### config.mk
export PLATFORM = sky130hd
export DESIGN_NAME = nec_ir_edge_decoder
export DESIGN_NICKNAME = d
export VERILOG_FILES = /design/src/nec_pkg.sv /design/src/nec_ir_edge_decoder.sv /design/src/nec_cfg.sv
export SDC_FILE = /design/constraint.sdc
export NUM_CORES = 1
export LEC_CHECK = 0
export BUFFER_PORTS_ARGS = -buffer_cell sky130_fd_sc_hd__buf_2
export CAP_MARGIN = 30
export CORE_MARGIN = 2
export CORE_UTILIZATION = 63
export DETAILED_ROUTE_END_ITERATION = 6
export GPL_TIMING_DRIVEN = 0
export PLACE_DENSITY = 0.81
export SKIP_CTS_REPAIR_TIMING = 1
export SLEW_MARGIN = 20
export SYNTH_ARGS = -nofsm -noshare
export SYNTH_HDL_FRONTEND = slang
export SYNTH_SLANG_ARGS = --single-unit
### constraint.sdc
create_clock -name clk -period 7.7 [get_ports clk]
set_input_delay 0.385 -clock clk [delete_from_list [all_inputs] [get_ports clk]]
set_output_delay 0.385 -clock clk [all_outputs]
set_load 0.03 [all_outputs]
### src/nec_pkg.sv
`timescale 1ns / 1ps
// ============================================================================
// nec_pkg
// Shared types, register indexes and window math for the NEC IR edge decoder.
// ============================================================================
package nec_pkg;

    // Frame and register file geometry
    localparam int FRAME_BITS      = 32;
    localparam int REG_COUNT       = 8;
    localparam int REG_IDX_W       = $clog2(REG_COUNT);
    localparam int CFG_INDEX_W     = REG_IDX_W + 1;
    localparam int NOM_W           = 17;
    localparam int HI_W            = NOM_W + 1;
    localparam int TIMEOUT_W       = 18;
    localparam int ELAPSED_W       = 20;
    localparam int MUL_W           = 9;
    localparam int PROD_W          = NOM_W + MUL_W;
    localparam int TOLERANCE_FRAC_DEF = 64;

    // Register indexes
    localparam logic [REG_IDX_W-1:0] REG_LEADER_LOW    = 3'd0;
    localparam logic [REG_IDX_W-1:0] REG_LEADER_HIGH   = 3'd1;
    localparam logic [REG_IDX_W-1:0] REG_REPEAT_HIGH   = 3'd2;
    localparam logic [REG_IDX_W-1:0] REG_REPEAT_LOW    = 3'd3;
    localparam logic [REG_IDX_W-1:0] REG_REPEAT_PERIOD = 3'd4;
    localparam logic [REG_IDX_W-1:0] REG_BIT_LOW       = 3'd5;
    localparam logic [REG_IDX_W-1:0] REG_BIT_ONE_HIGH  = 3'd6;
    localparam logic [REG_IDX_W-1:0] REG_BIT_ZERO_HIGH = 3'd7;

    // Reset values of the timing registers, in microseconds
    localparam logic [NOM_W-1:0] REG_RESET [REG_COUNT] = '{
        17'd9000, 17'd4500, 17'd2250, 17'd560,
        17'd108000, 17'd560, 17'd1690, 17'd560
    };

    // One input edge transaction
    typedef struct packed {
        logic                 edge_req;
        logic [ELAPSED_W-1:0] interval_us;
    } nec_in_t;

    // One result transaction
    typedef struct packed {
        logic [TIMEOUT_W-1:0] timeout_us;
        logic                 frame_valid;
        logic [7:0]           address;
        logic [7:0]           command;
        logic                 repeat_seen;
        logic [7:0]           repeat_count;
    } nec_out_t;

    // Nominal width and its open acceptance window
    typedef struct packed {
        logic [NOM_W-1:0] nom;
        logic [NOM_W-1:0] lo;
        logic [HI_W-1:0]  hi;
    } nec_win_t;

    // Lower window bound: floor(n * m / 256), never above n
    function automatic logic [NOM_W-1:0] win_lo(logic [NOM_W-1:0] n, logic [MUL_W-1:0] m);
        logic [PROD_W-1:0] p;
        p = PROD_W'(n) * PROD_W'(m);
        return p[PROD_W-2:8];
    endfunction

    // Upper window bound: floor(n * m / 256), never above 2n
    function automatic logic [HI_W-1:0] win_hi(logic [NOM_W-1:0] n, logic [MUL_W-1:0] m);
        logic [PROD_W-1:0] p;
        p = PROD_W'(n) * PROD_W'(m);
        return p[PROD_W-1:8];
    endfunction

endpackage

### src/nec_ir_edge_decoder.sv
`timescale 1ns / 1ps
// Path: input register, then result register, from input transaction to result.
// Throughput: one edge per cycle unless the result stalls; the decode step updates state.
// Reset: asynchronous active low; timing registers return to their defaults, the
// decoder returns to idle and the latched bytes and repeat count clear.
// ============================================================================
// nec_ir_edge_decoder
// NEC infrared frame decoder driven by edge events. Walks idle, leader,
// repeat and data phases, checks the complemented bytes and counts repeats.
// ============================================================================
module nec_ir_edge_decoder
    import nec_pkg::*;
#(
    parameter int TOLERANCE_FRAC = TOLERANCE_FRAC_DEF
)
(
    input  logic                   clk,
    input  logic                   rst_n,
    input  logic                   in_valid,
    output logic                   in_ready,
    input  nec_in_t                in_data,
    output logic                   out_valid,
    input  logic                   out_ready,
    output nec_out_t               out_data,
    input  logic                   cfg_valid,
    output logic                   cfg_ready,
    input  logic [CFG_INDEX_W-1:0] cfg_index,
    input  logic [NOM_W-1:0]       cfg_data
);

    typedef enum logic [1:0] {
        PH_IDLE,
        PH_LEADER,
        PH_REPEAT,
        PH_DATA
    } phase_t;

    localparam int BITS_W = $clog2(FRAME_BITS) + 1;
    localparam int SHIFT_W = $clog2(FRAME_BITS);

    nec_win_t [REG_COUNT-1:0] win;

    logic                 s1_valid_reg;
    nec_in_t              s1_item_reg;
    logic                 out_valid_reg;
    nec_out_t             out_data_reg;

    phase_t               phase_reg,  phase_next;
    logic [BITS_W-1:0]    bits_reg,   bits_next;
    logic [FRAME_BITS-1:0] word_reg,  word_next;
    logic [7:0]           addr_reg,   addr_next;
    logic [7:0]           cmd_reg,    cmd_next;
    logic [7:0]           rep_reg,    rep_next;

    logic                 step_fire;
    logic [REG_COUNT-1:0] match;
    logic                 bit_val;
    logic [FRAME_BITS-1:0] word_shift;
    logic [BITS_W-1:0]    bits_inc;
    logic [TIMEOUT_W-1:0] timeout_next;
    logic                 frame_ok_next;
    logic                 rep_seen_next;
    nec_win_t             tmo_win;
    logic                 tmo_en;

    // Configuration register file
    assign cfg_ready = 1'b1;

    nec_cfg #(
        .TOLERANCE_FRAC (TOLERANCE_FRAC)
    ) u_cfg (
        .clk      (clk),
        .rst_n    (rst_n),
        .wr_en    (cfg_valid),
        .wr_index (cfg_index),
        .wr_data  (cfg_data),
        .win      (win)
    );

    // Advance the decode step when the result register is free
    assign step_fire = s1_valid_reg && (!out_valid_reg || out_ready);
    assign in_ready  = !s1_valid_reg || step_fire;

    // Capture the next edge transaction
    always_ff @(posedge clk or negedge rst_n)
    begin
        if (!rst_n)
        begin
            s1_valid_reg <= 1'b0;
        end
        else if (in_ready)
        begin
            s1_valid_reg <= in_valid;
        end
    end

    always_ff @(posedge clk)
    begin
        if (in_valid && in_ready)
        begin
            s1_item_reg <= in_data;
        end
    end

    // Compare the edge width against every acceptance window
    always_comb
    begin
        for (int i = 0; i < REG_COUNT; i++)
        begin
            match[i] = (s1_item_reg.interval_us > ELAPSED_W'(win[i].lo)) &&
                       (s1_item_reg.interval_us < ELAPSED_W'(win[i].hi));
        end
    end

    assign bit_val    = match[REG_BIT_ONE_HIGH];
    assign word_shift = word_reg | (FRAME_BITS'(bit_val) << bits_reg[SHIFT_W-1:0]);
    assign bits_inc   = bits_reg + BITS_W'(1);

    // Decode step: next state and result fields
    always_comb
    begin
        phase_next    = phase_reg;
        bits_next     = bits_reg;
        word_next     = word_reg;
        addr_next     = addr_reg;
        cmd_next      = cmd_reg;
        rep_next      = rep_reg;
        frame_ok_next = 1'b0;
        rep_seen_next = 1'b0;
        tmo_en        = 1'b0;
        tmo_win       = win[REG_BIT_LOW];

        case (phase_reg)
            PH_IDLE:
            begin
                if (s1_item_reg.edge_req && match[REG_LEADER_LOW])
                begin
                    phase_next = PH_LEADER;
                    tmo_en     = 1'b1;
                    tmo_win    = win[REG_LEADER_HIGH];
                end
            end
            PH_LEADER:
            begin
                if (!s1_item_reg.edge_req && match[REG_LEADER_HIGH])
                begin
                    phase_next = PH_DATA;
                    bits_next  = '0;
                    word_next  = '0;
                    tmo_en     = 1'b1;
                    tmo_win    = win[REG_BIT_LOW];
                end
                else if (!s1_item_reg.edge_req && match[REG_REPEAT_HIGH])
                begin
                    phase_next = PH_REPEAT;
                    tmo_en     = 1'b1;
                    tmo_win    = win[REG_REPEAT_LOW];
                end
                else
                begin
                    phase_next = PH_IDLE;
                    bits_next  = '0;
                    word_next  = '0;
                end
            end
            PH_REPEAT:
            begin
                // Any edge ends the repeat code; only a matching tail counts
                if (s1_item_reg.edge_req && match[REG_REPEAT_LOW])
                begin
                    if (rep_reg != 8'hFF)
                    begin
                        rep_next = rep_reg + 8'd1;
                    end
                    rep_seen_next = 1'b1;
                    tmo_en        = 1'b1;
                    tmo_win       = win[REG_REPEAT_PERIOD];
                end
                phase_next = PH_IDLE;
                bits_next  = '0;
                word_next  = '0;
            end
            PH_DATA:
            begin
                if (s1_item_reg.edge_req)
                begin
                    if (match[REG_BIT_LOW])
                    begin
                        tmo_en  = 1'b1;
                        tmo_win = win[REG_BIT_ONE_HIGH];
                    end
                    else
                    begin
                        phase_next = PH_IDLE;
                        bits_next  = '0;
                        word_next  = '0;
                    end
                end
                else if (match[REG_BIT_ONE_HIGH] || match[REG_BIT_ZERO_HIGH])
                begin
                    if (bits_inc == BITS_W'(FRAME_BITS))
                    begin
                        // Frame complete: latch only if both bytes check
                        if ((word_shift[7:0] == ~word_shift[15:8]) &&
                            (word_shift[23:16] == ~word_shift[31:24]))
                        begin
                            addr_next     = word_shift[7:0];
                            cmd_next      = word_shift[23:16];
                            rep_next      = '0;
                            frame_ok_next = 1'b1;
                        end
                        phase_next = PH_IDLE;
                        bits_next  = '0;
                        word_next  = '0;
                    end
                    else
                    begin
                        bits_next = bits_inc;
                        word_next = word_shift;
                        tmo_en    = 1'b1;
                        tmo_win   = win[REG_BIT_LOW];
                    end
                end
                else
                begin
                    phase_next = PH_IDLE;
                    bits_next  = '0;
                    word_next  = '0;
                end
            end
            default:
            begin
                phase_next = PH_IDLE;
                bits_next  = '0;
                word_next  = '0;
            end
        endcase

        // Timeout is 1.5 times the expected width
        timeout_next = tmo_en ?
            (TIMEOUT_W'(tmo_win.nom) + TIMEOUT_W'(tmo_win.nom >> 1)) : '0;
    end

    // Hold decoder state and the result register
    always_ff @(posedge clk or negedge rst_n)
    begin
        if (!rst_n)
        begin
            phase_reg     <= PH_IDLE;
            bits_reg      <= '0;
            word_reg      <= '0;
            addr_reg      <= '0;
            cmd_reg       <= '0;
            rep_reg       <= '0;
            out_valid_reg <= 1'b0;
            out_data_reg  <= '0;
        end
        else
        begin
            if (step_fire)
            begin
                phase_reg                 <= phase_next;
                bits_reg                  <= bits_next;
                word_reg                  <= word_next;
                addr_reg                  <= addr_next;
                cmd_reg                   <= cmd_next;
                rep_reg                   <= rep_next;
                out_valid_reg             <= 1'b1;
                out_data_reg.timeout_us   <= timeout_next;
                out_data_reg.frame_valid  <= frame_ok_next;
                out_data_reg.address      <= addr_next;
                out_data_reg.command      <= cmd_next;
                out_data_reg.repeat_seen  <= rep_seen_next;
                out_data_reg.repeat_count <= rep_next;
            end
            else if (out_ready)
            begin
                out_valid_reg <= 1'b0;
            end
        end
    end

    assign out_valid = out_valid_reg;
    assign out_data  = out_data_reg;

endmodule

### src/nec_cfg.sv
`timescale 1ns / 1ps
// ============================================================================
// nec_cfg
// Timing register file. Each write also stores the precomputed acceptance
// window of the written width, so the decode path only compares.
// ============================================================================
module nec_cfg
    import nec_pkg::*;
#(
    parameter int TOLERANCE_FRAC = TOLERANCE_FRAC_DEF
)
(
    input  logic                   clk,
    input  logic                   rst_n,
    input  logic                   wr_en,
    input  logic [CFG_INDEX_W-1:0] wr_index,
    input  logic [NOM_W-1:0]       wr_data,
    output nec_win_t [REG_COUNT-1:0] win
);

    localparam logic [MUL_W-1:0] LO_MUL = MUL_W'(256 - TOLERANCE_FRAC);
    localparam logic [MUL_W-1:0] HI_MUL = MUL_W'(256 + TOLERANCE_FRAC);

    nec_win_t [REG_COUNT-1:0] win_reg;
    nec_win_t                 win_next;

    // Window of the incoming write data
    always_comb
    begin
        win_next.nom = wr_data;
        win_next.lo  = win_lo(wr_data, LO_MUL);
        win_next.hi  = win_hi(wr_data, HI_MUL);
    end

    // Hold registers; drop writes beyond the register list
    always_ff @(posedge clk or negedge rst_n)
    begin
        if (!rst_n)
        begin
            for (int i = 0; i < REG_COUNT; i++)
            begin
                win_reg[i].nom <= REG_RESET[i];
                win_reg[i].lo  <= win_lo(REG_RESET[i], LO_MUL);
                win_reg[i].hi  <= win_hi(REG_RESET[i], HI_MUL);
            end
        end
        else if (wr_en && (wr_index < CFG_INDEX_W'(REG_COUNT)))
        begin
            win_reg[wr_index[REG_IDX_W-1:0]] <= win_next;
        end
    end

    assign win = win_reg;

endmodule

---- After elaboration in Yosys (flattened, before gate mapping) ----
Cells that the tools add are included.
word-level totals
  bits in registers ....................... 523
  input bits .............................. 47
  word-level logic and storage cells ...... 168
operators by class
  $add $sub $neg .......................... 3
  multiply operators ...................... 2
  $lt $le $gt $ge ......................... 17
  equality and inequality tests ........... 17
  shift operators ......................... 1
  multiplexer cells ....................... 57
  bitwise gates (word level) .............. 4
  reduce and logical (&&, ||, !) cells .... 30
operator list
  kind                     number
  $bwmux W416              1
  $mux W52                 7
  $pmux W52 S4             1
  $mux W32                 6
  $demux W52 S3            1
  $gt A20 B17 Y1           7
  $lt A20 B18 Y1           7
  $pmux W32 S3             1
  $mux W8                  6
  $mux W6                  6
  $or A32 B32 Y32          1
  $shl A1 B5 Y32           1
  $mul A17 B3 Y20 const B  1
  $mul A17 B2 Y19 const B  1
  $add A17 B16 Y18         1
  $mux W18                 1
  $pmux W6 S3              1
  $eq A8 B8 Y1             2
  $logic_and A1 B1 Y1      16
  $mux W1                  16
  $not A8 Y8               2
  $pmux W8 S2              1
  $mux W2                  7
  $ne A2 B2 Y1 const B     7
  other kinds (22)         30

---- Depth between registers and ports, before layout ----
Gate-level depths: netlist (run 1).
  word-level depth ........................ 12
  gate-level depth with buffers ........... 26

---- Cells and area by module ----
Synthesis (run 1) repeated with hierarchy kept, for this count alone.
unflattened totals
  cell total of the unflattened synthesis .. 3390
  area, all modules ....................... 30505.5 sq um
modules (own cells, without submodules)
  module               instances  cells each  area an instance (sq um)
  nec_cfg              1          1854        18051.1
  nec_ir_edge_decoder  1          1536        12454.4

---- Least setup slack after synthesis (run 1) ----
Ideal clock, no wire load.
  kind .................................... register to register
  start ................................... reg s1_item_reg[8] (netlist bit)
  end ..................................... reg out_data_reg (netlist bit out_data[42])
  library setup time ...................... 0.122 ns
  data arrival time ....................... 6.042 ns
  slack ................................... 1.536 ns
  stages on the path, launching flop included .. 25
  path through ............................ edfxtp_1 -> ha_1 -> o21a_1 -> o21a_1 -> o21a_1 -> o21ba_2 -> a2111oi_0 -> nor4_1 -> nor4_2 -> clkbuf_1 -> o31ai_1 -> a21oi_1 -> ha_1 -> inv_1 -> fa_1 -> nor2b_1 -> o21ai_0 -> a21boi_0 -> o211ai_1 -> a21oi_1 -> nor4_1 -> o41ai_1 -> a31oi_1 -> or3_1 -> a32o_1
on the way
  longest elaborated chain between the ends .. 8
  elaborated cells on any way between the ends .. 43
  classes of those cells .................. add/sub: 1; order compare: 14; mux: 16; reduce/logical: 12
ends and longest elaborated chain
  item                                                     line                                                    text
  start, declared                                          nec_ir_edge_decoder.sv:44                               nec_in_t s1_item_reg;
  start signal, assigned                                   nec_ir_edge_decoder.sv:101                              s1_item_reg <= in_data;
  $gt A20 B17 Y1 / $lt A20 B18 Y1 (equally long branches)  nec_ir_edge_decoder.sv:110, nec_ir_edge_decoder.sv:111
  $logic_and A1 B1 Y1                                      nec_ir_edge_decoder.sv:110                              match[i] = (s1_item_reg.interval_us > ELAPSED_W'(win[i].lo)) &&
  $logic_and A1 B1 Y1                                      nec_ir_edge_decoder.sv:153                              else if (!s1_item_reg.edge_req && match[REG_REPEAT_HIGH])
  $mux W52                                                 nec_ir_edge_decoder.sv:153
  $mux W52                                                 nec_ir_edge_decoder.sv:145                              if (!s1_item_reg.edge_req && match[REG_LEADER_HIGH])
  $pmux W52 S4                                             nec_ir_edge_decoder.sv:133                              case (phase_reg)
  $add A17 B16 Y18                                         nec_ir_edge_decoder.sv:241                              (TIMEOUT_W'(tmo_win.nom) + TIMEOUT_W'(tmo_win.nom >> 1)) : '0;
  $mux W18 *                                               nec_ir_edge_decoder.sv:240                              timeout_next = tmo_en ?
  end, declared                                            nec_ir_edge_decoder.sv:46                               nec_out_t out_data_reg;
Mark *: on every way between the ends. The rest lies on a longest branch, timed or not.
A chain may end at the register's enable or synchronous reset.

---- Worst setup path after layout (run 1) ----
  start ................................... reg s1_item_reg[0] (netlist bit)
  end ..................................... reg out_data_reg (netlist bit out_data[42])
The elaborated chain is that of the path after synthesis.

==> flow_summary.toml, run 1 <==
[cts]
worst_skew_pair.late_latency_ps = 610
cts-root-buf = "clkbuf_16"
cts_buffers = 48
clk_path_buf_depth = 3
worst_setup_hold_path_clk_slew_ps = 70
ctsHtreeMaxLevel = 2
cts_sinks = 437
cts_tree = "built"

[sta]
fin_crit_sh_pct = 98.27
finalSetupViolations = 0
slew_violations = 0
setup_tns_ps = 0
worst_slew_pin_slew_ps = 1088
relSlewSlack_pct = 27.45
clock.fmax_ghz = 0.1322
skew_ps = 24.05
hold_violations = 0
min_period_ps = 7567
worst_slack_ps = 133.4

[die]
dieWidth_um = 208.3
die-area_mm2 = 0.04339
io_pins = 94
rows = 74
die_h_um = 208.3
core-area_mm2 = 0.04102
start_util_pct = 64.11

[place]
port-buffer-count = 92
post-place-ws_ps = -75.93
hpwl_um = 60010
gp_congestion = 0.9788
place_inst = 3424

[final_layout]
area_growth_pct = 14.42
drive_gt1_share_pct = 16.49
nFillCells = 2938
largest_reg_flops = 330
layout.nets = 3324
finalNonFillerCells = 3541

[global_routing]
grt_remaining_overflow = 0
antenna_found_initial = 4
grt_pass1_vias = 23000
grt_start_max_net_pins = 84
grtUsageTotal_pct = 39.30
grt_first_pass_wirelength_um = 130500

[worst_setup_path]
endpoint_kind = "flip-flop"
arrival_ps = 8050
cpMostUsedCell = "a21oi_1"
path_buf_inv = 4
cpPeakStageDelay_ps = 810
crit_type = "reg -> reg"
required_ps = 8180
path_max_fanout = 10
critical-path-top-delay-family = "compound AO/OA/AOI/OAI gates"
cp-start-kind = "flip-flop"
crit_slowest_cell = "edfxtp_1"

[routing]
wirelength_um = 85500
dr.pass1.iters = 6
viasPerCell = 6.509
vias = 23050
drtIter0Drc = 2223
post_drt_wl_per_cell_um = 24.15
ant_nets = 0
route.detailed.drc = 0

[synthesis]
syn-cell-area_mm2 = 0.02630
ys_ff_latch = 437
ys_top_cells_by_area = "dfrtp_1 (29%), ha_1 (15%), dfstp_2 (11%)"
yosysTopAreaCellShare_pct = 28.84
synthArstFlopShare_pct = 95.19
ys_warn_count = 0
synth_edf_count = 21
netlist_instances = 2774
synth_ff_type = "dfrtp_1"
ys_types = 84
synth_area_leader_cell = "dfrtp_1"
ys_seq_area_share_pct = 42.52
syn_nets = 3129
avgSynthCellArea_um2 = 9.479

[power]
peakVddDrop_mv = 0.2395
p_per_area_mw_per_mm2 = 301.3
p_leak_nw = 14.23

[hold_path]
hold_path_class = "in -> reg"

[run_status]
status = "finished clean"

[job]
cap_violations = 0
[synthesized netlist by cell type (30+ instances only)]
| cell | n |
|---|---|
| o21ai_0 | 268 |
| nand3_1 | 49 |
| inv_1 | 262 |
| a21o_1 | 42 |
| nor2b_1 | 34 |
| nand4_1 | 35 |
| nor3_1 | 48 |
| nand2_1 | 414 |
| ha_1 | 305 |
| dfrtp_1 | 303 |
| clkbuf_1 | 88 |
| dfstp_2 | 113 |
| o31ai_1 | 30 |
| nor2_1 | 112 |
| mux2_2 | 111 |
| a21oi_1 | 128 |
[final cells by class]
cell class	instances	area, um2	share of cell area (%)
Tap cell	532	665.6	2.212
Buffer	102	401.6	1.335
Sequential cell	437	11180	37.16
Multi-Input combinational cell	1973	13930	46.30
Antenna cell	2	5.005	0.01663
Inverter	262	983.4	3.269
Clock buffer	65	1356	4.508
Timing Repair Buffer	145	1187	3.946
Clock inverter	23	375.4	1.248
[kinds of logic (layout without fill, tap and decap cells)]
family                   count (synthesis)  in the layout  synth area share (%)
buffers and inverters                  364            597                 5.263
adder cells (fa/ha/maj)                308            308                 14.74
AND/OR/NAND/NOR                        825            825                 14.60
other                                    1              3               0.01426
multiplexers                           129            129                 5.534
AO/OA/AOI/OAI                          673            673                 16.09
XOR/XNOR                                37             37                 1.232
flip-flops                             437            437                 42.52
[cell usage in the layout, fill, tap and decap left out, types with 18 or more instances in the layout]
cell type and instances:
a21o_1 42, o21a_1 26, dfstp_2 113, nand4_1 35, clkbuf_16 49, inv_1 262
a22o_1 19, a221o_1 18, ha_1 305, a21oi_1 127, mux2_2 111, nor2_1 111
and2_1 24, nand3_1 49, nand2_1 414, dlygate4sd3_1 22, a31oi_1 20, dfrtp_1 303
nor3_1 48, edfxtp_1 21, clkbuf_1 96, nor2b_1 34, o31ai_1 29, buf_2 97
o21ai_0 267
[final timing paths]
path	from	end	slack [ps]	depth (start not counted)
hold reg to reg	u_cfg.win[195]$_DFFE_PN1P_	u_cfg.win[195]$_DFFE_PN1P_	460	2
max in group asynchronous	rst_n	u_cfg.win[94]$_DFFE_PN1P_	5770	5
setup / recovery	s1_item_reg[0]$_DFFE_PP_	out_data[42]$_DFFE_PN0P_	130	26
setup reg to reg	s1_item_reg[0]$_DFFE_PP_	out_data[42]$_DFFE_PN0P_	130	26
min in group asynchronous	rst_n	u_cfg.win[375]$_DFFE_PN0P_	290	2
hold / removal	in_valid	s1_valid_reg$_DFFE_PN0N_	20	2
[layer usage]
| layer | share of wire [%] | vias to the layer above | track usage (%) |
|---|---|---|---|
| li1 | - | 10190 | - |
| met1 | 38 | 11320 | 50.82 |
| met2 | 46 | 1225 | 61.97 |
| met3 | 11 | 316 | 8.423 |
| met4 | 5.6 | 2 | 21.51 |
| met5 | 0.015 | - | 0 |
[report_power, final]
part / internal [mW] / switching [mW] / leakage (nW)
Clock: 1.57 / 0.991 / 0.846
Sequential: 2.97 / 0.313 / 5.25
Combinational: 1.27 / 1.95 / 8.14
[per-stage QoR]
stage / cell area, um2 / utilization, % / power, mW / hold WS (ps)
2_1_floorplan: 26300 / - / 5.338 / 89.41
3_3_place_gp: 27420 / 66.85 / 6.102 / 447.2
3_5_place_dp: 28020 / 68.32 / 6.367 / 341.7
4_1_cts: 29760 / 72.55 / 8.941 / -292.9
5_1_grt: 30080 / 73.34 / 9.530 / 19.33
6_report: 30090 / 73.35 / 9.065 / 18.95
[worst reg2reg max path, cell delays in order (launching register included)]
cell	delay, ps
edfxtp_1	810
inv_1	510
ha_1	440
nand4_1	100
nor3_1	290
a21oi_1	140
o21ai_0	120
a21oi_1	180
and3_1	250
clkbuf_1	230
nor4_4	590
clkbuf_2	360
o31ai_1	120
a21oi_1	200
ha_1	190
inv_1	50
fa_1	400
nor2b_1	130
o21ai_0	100
a21boi_0	360
o211ai_1	160
a21oi_1	220
nor4_1	110
o41ai_2	580
a31oi_1	200
or3_1	340
a32o_1	260
Note: power is estimated with default switching activity, not from simulation.
==> run 2: changes to the inputs <==
ABC_AREA = 1   (was unset)
==> run 2 against run 1 <==
  * Global-route usage shrank 1.3 points
  * Count of clock-buffer cells in the layout up 7
  * Power decreased by 0.20%
  * Worst setup slack better by 320 ps
  * First-iteration DRC count is 10% higher
  * Routed wire length is 4.4% lower
  * Sequential cell count stayed put
  * Register-to-register slack improved by 320 ps
  * Clock skew grew 11 ps
  * Final cell count increased by 13%
  * Critical path type unchanged
  * Critical endpoint unchanged
  * Largest cell class unchanged
==> flow_summary.toml, run 2 <==
[final_layout]
mostFrequentLayoutCell = "nand2_1"
area_growth_pct = 12.55
final_area_mm2 = 0.02979
layout.nets = 3779
diodes = 0
largest_reg_flops = 330
final_cell_mix = "nand2_1 (785), inv_1 (451), o21ai_0 (398)"
drive_gt1_share_pct = 11.98
nFillCells = 3260

[die]
die-area_mm2 = 0.04367
rows = 75
io_pins = 94
die_h_um = 209.0
core-area_mm2 = 0.04167
start_util_pct = 63.52
dieWidth_um = 209.0

[worst_setup_path]
crit_type = "reg -> reg"
crit_start = "s1_item_reg[10]$_DFFE_PP_"
ff2ff_setup_slack_ps = 460
required_ps = 8180
cpPeakStageDelay_ps = 800
arrival_ps = 7730
r2r-start = "s1_item_reg[10]$_DFFE_PP_"
endpoint_kind = "flip-flop"
reg2reg_depth = 31
r2r-end = "out_data[42]$_DFFE_PN0P_"
crit_slowest_cell = "edfxtp_1"
path_max_fanout = 14
cp-start-kind = "flip-flop"

[sta]
finalSetupViolations = 0
clock.fmax_ghz = 0.1380
skew_ps = 35.47
worst_slew_pin_slew_ps = 1093
relSlewSlack_pct = 27.11
fin_crit_sh_pct = 94.08
hold_violations = 0
rsz0062_at_grt = "false"
min_period_ps = 7244
slew_violations = 0

[global_routing]
grtUsageTotal_pct = 37.97
grt_first_pass_wirelength_um = 128000
grt_pass1_vias = 23480
antenna_found_initial = 1
grt_start_max_net_pins = 100
grt_remaining_overflow = 0

[routing]
dr.pass1.iters = 6
wirelength_um = 81740
drtIter0Drc = 2454
post_drt_wl_per_cell_um = 20.41
ant_nets = 0
vias = 24090
route.detailed.drc = 0
viasPerCell = 6.016

[synthesis]
ys_types = 61
avgSynthCellArea_um2 = 8.169
ys_top_cells_by_area = "dfrtp_1 (29%), ha_1 (14%), dfstp_2 (11%)"
syn_nets = 3595
synthArstFlopShare_pct = 95.19
ys_seq_area_share_pct = 42.25
ys_warn_count = 0
ys_top_cells_by_count = "nand2_1 (785), inv_1 (451), o21ai_0 (398), ha_1 (305), dfrtp_1 (303)"
ys_ff_latch = 437
synth_edf_count = 21
syn-cell-area_mm2 = 0.02647
synth_ff_type = "dfrtp_1"
yosysTopAreaCellShare_pct = 28.65
synth.most_common_cell = "nand2_1"
netlist_instances = 3240
synth_area_leader_cell = "dfrtp_1"

[cts]
cts_tree = "built"
worst_setup_hold_path_clk_slew_ps = 60
cts-root-buf = "clkbuf_16"
clk_path_buf_depth = 3
cts_sinks = 437
worst_skew_pair.late_latency_ps = 630
ctsHtreeMaxLevel = 2
cts_buffers = 49

[place]
placed_cell_area_mm2 = 0.02787
port-buffer-count = 92
gp_congestion = 0.9484
hpwl_um = 58250

[hold_path]
whs_path_depth = 3
hold_path_class = "in -> reg"
hold_end = "s1_valid_reg$_DFFE_PN0N_"
hp-start = "in_valid"

[job]
cap_violations = 0

[power]
combPwrFrac_pct = 37.9
clock_power_share_pct = 26.4
power_frac_seq_pct = 35.7
p_total_mw = 9.047
switching_power_mw = 3.511
peakVddDrop_mv = 0.2278
sw_frac_of_total_pct = 38.81
internal_power_mw = 5.536
p_per_area_mw_per_mm2 = 303.7
p_leak_nw = 14.71

[run_status]
status = "finished clean"
-- run 2: cell count changes in the layout (fill, tap and decap cells not counted), sizes merged, moves of 31 or more --
| cell | delta |
|---|---|
| mux2 | -116 |
| inv | +201 |
| a21oi | +65 |
| a21o | -36 |
| nand2 | +391 |
| nor2 | +31 |
| nand3 | +69 |
| nor2b | -34 |
| o21ai | +157 |
-- run 2: cell families (layout without fill, tap and decap cells) --
| logic type | after synthesis | in the layout | share of synthesized area, % |
|---|---|---|---|
| flip-flops | 437 | 437 | 42.25 |
| other | 1 | 1 | 0.01417 |
| AO/OA/AOI/OAI | 718 | 718 | 14.79 |
| adder cells (fa/ha/maj) | 308 | 308 | 14.65 |
| XOR/XNOR | 35 | 35 | 1.158 |
| buffers and inverters | 565 | 790 | 8.174 |
| AND/OR/NAND/NOR | 1176 | 1176 | 18.97 |
-- run 2: metrics by stage --
step	util (%)	cells	TNS (ps)	setup WS (ps)	hold WS, ps
floorplan	-	3240	0	2917	89.41
global placement	66.25	3871	-534820	-1824	453.5
detailed placement	66.88	3882	0	705.1	443.6
CTS	70.80	3974	0	663.5	-190.6
global route	71.49	4004	0	3.658	15.12
finish	71.49	4004	0	456.1	18.79
-- run 2: power by group through the flow --
stage / registers, mW / logic (mW) / clock network [mW]
after floorplan: 3.22 / 2.31 / 0
after global placement: 3.24 / 3.09 / 0
after detailed placement: 3.26 / 3.30 / 0
after CTS: 3.22 / 3.35 / 2.39
after global routing: 3.28 / 3.88 / 2.49
final: 3.23 / 3.43 / 2.38
-- run 2: metal layers --
layer	routed length, um	GRT usage [%]
met1	33100	52.06
met2	35980	58.61
met3	9268	9.273
met4	3374	14.51
met5	12	0
-- run 2: final cells by class --
type                            instances  area (um2)  share of cell area [%]
Multi-Input combinational cell       2238       13200                   44.30
Sequential cell                       437       11180                   37.54
Inverter                              464        1742                   5.847
Clock buffer                           72        1453                   4.877
Timing Repair Buffer                  133       939.7                   3.155
Tap cell                              539       674.4                   2.264
Buffer                                101       421.7                   1.416
Clock inverter                         20       180.2                  0.6049
-- run 2: worst max path at each step --
stage / to / slack [ps] / cells past startpoint
floorplan: out_data[42]$_DFFE_PN0P_ / 2920 / 30
global placement: out_data[38]$_DFFE_PN0P_ / -1820 / 1
detailed placement: out_data[42]$_DFFE_PN0P_ / 710 / 34
CTS: out_data[42]$_DFFE_PN0P_ / 660 / 34
global route: out_data[42]$_DFFE_PN0P_ / 4 / 33
finish: out_data[42]$_DFFE_PN0P_ / 460 / 31
-- run 2: worst max-delay path, delay by kind of cell, from the launching register on --
| family | cells | cell delay [ps] |
|---|---|---|
| AND/OR/NAND/NOR | 13 | 2060 |
| flip-flops | 1 | 800 |
| AO/OA/AOI/OAI | 10 | 2310 |
| buffers and inverters | 5 | 860 |
| adder cells (fa/ha/maj) | 3 | 1090 |
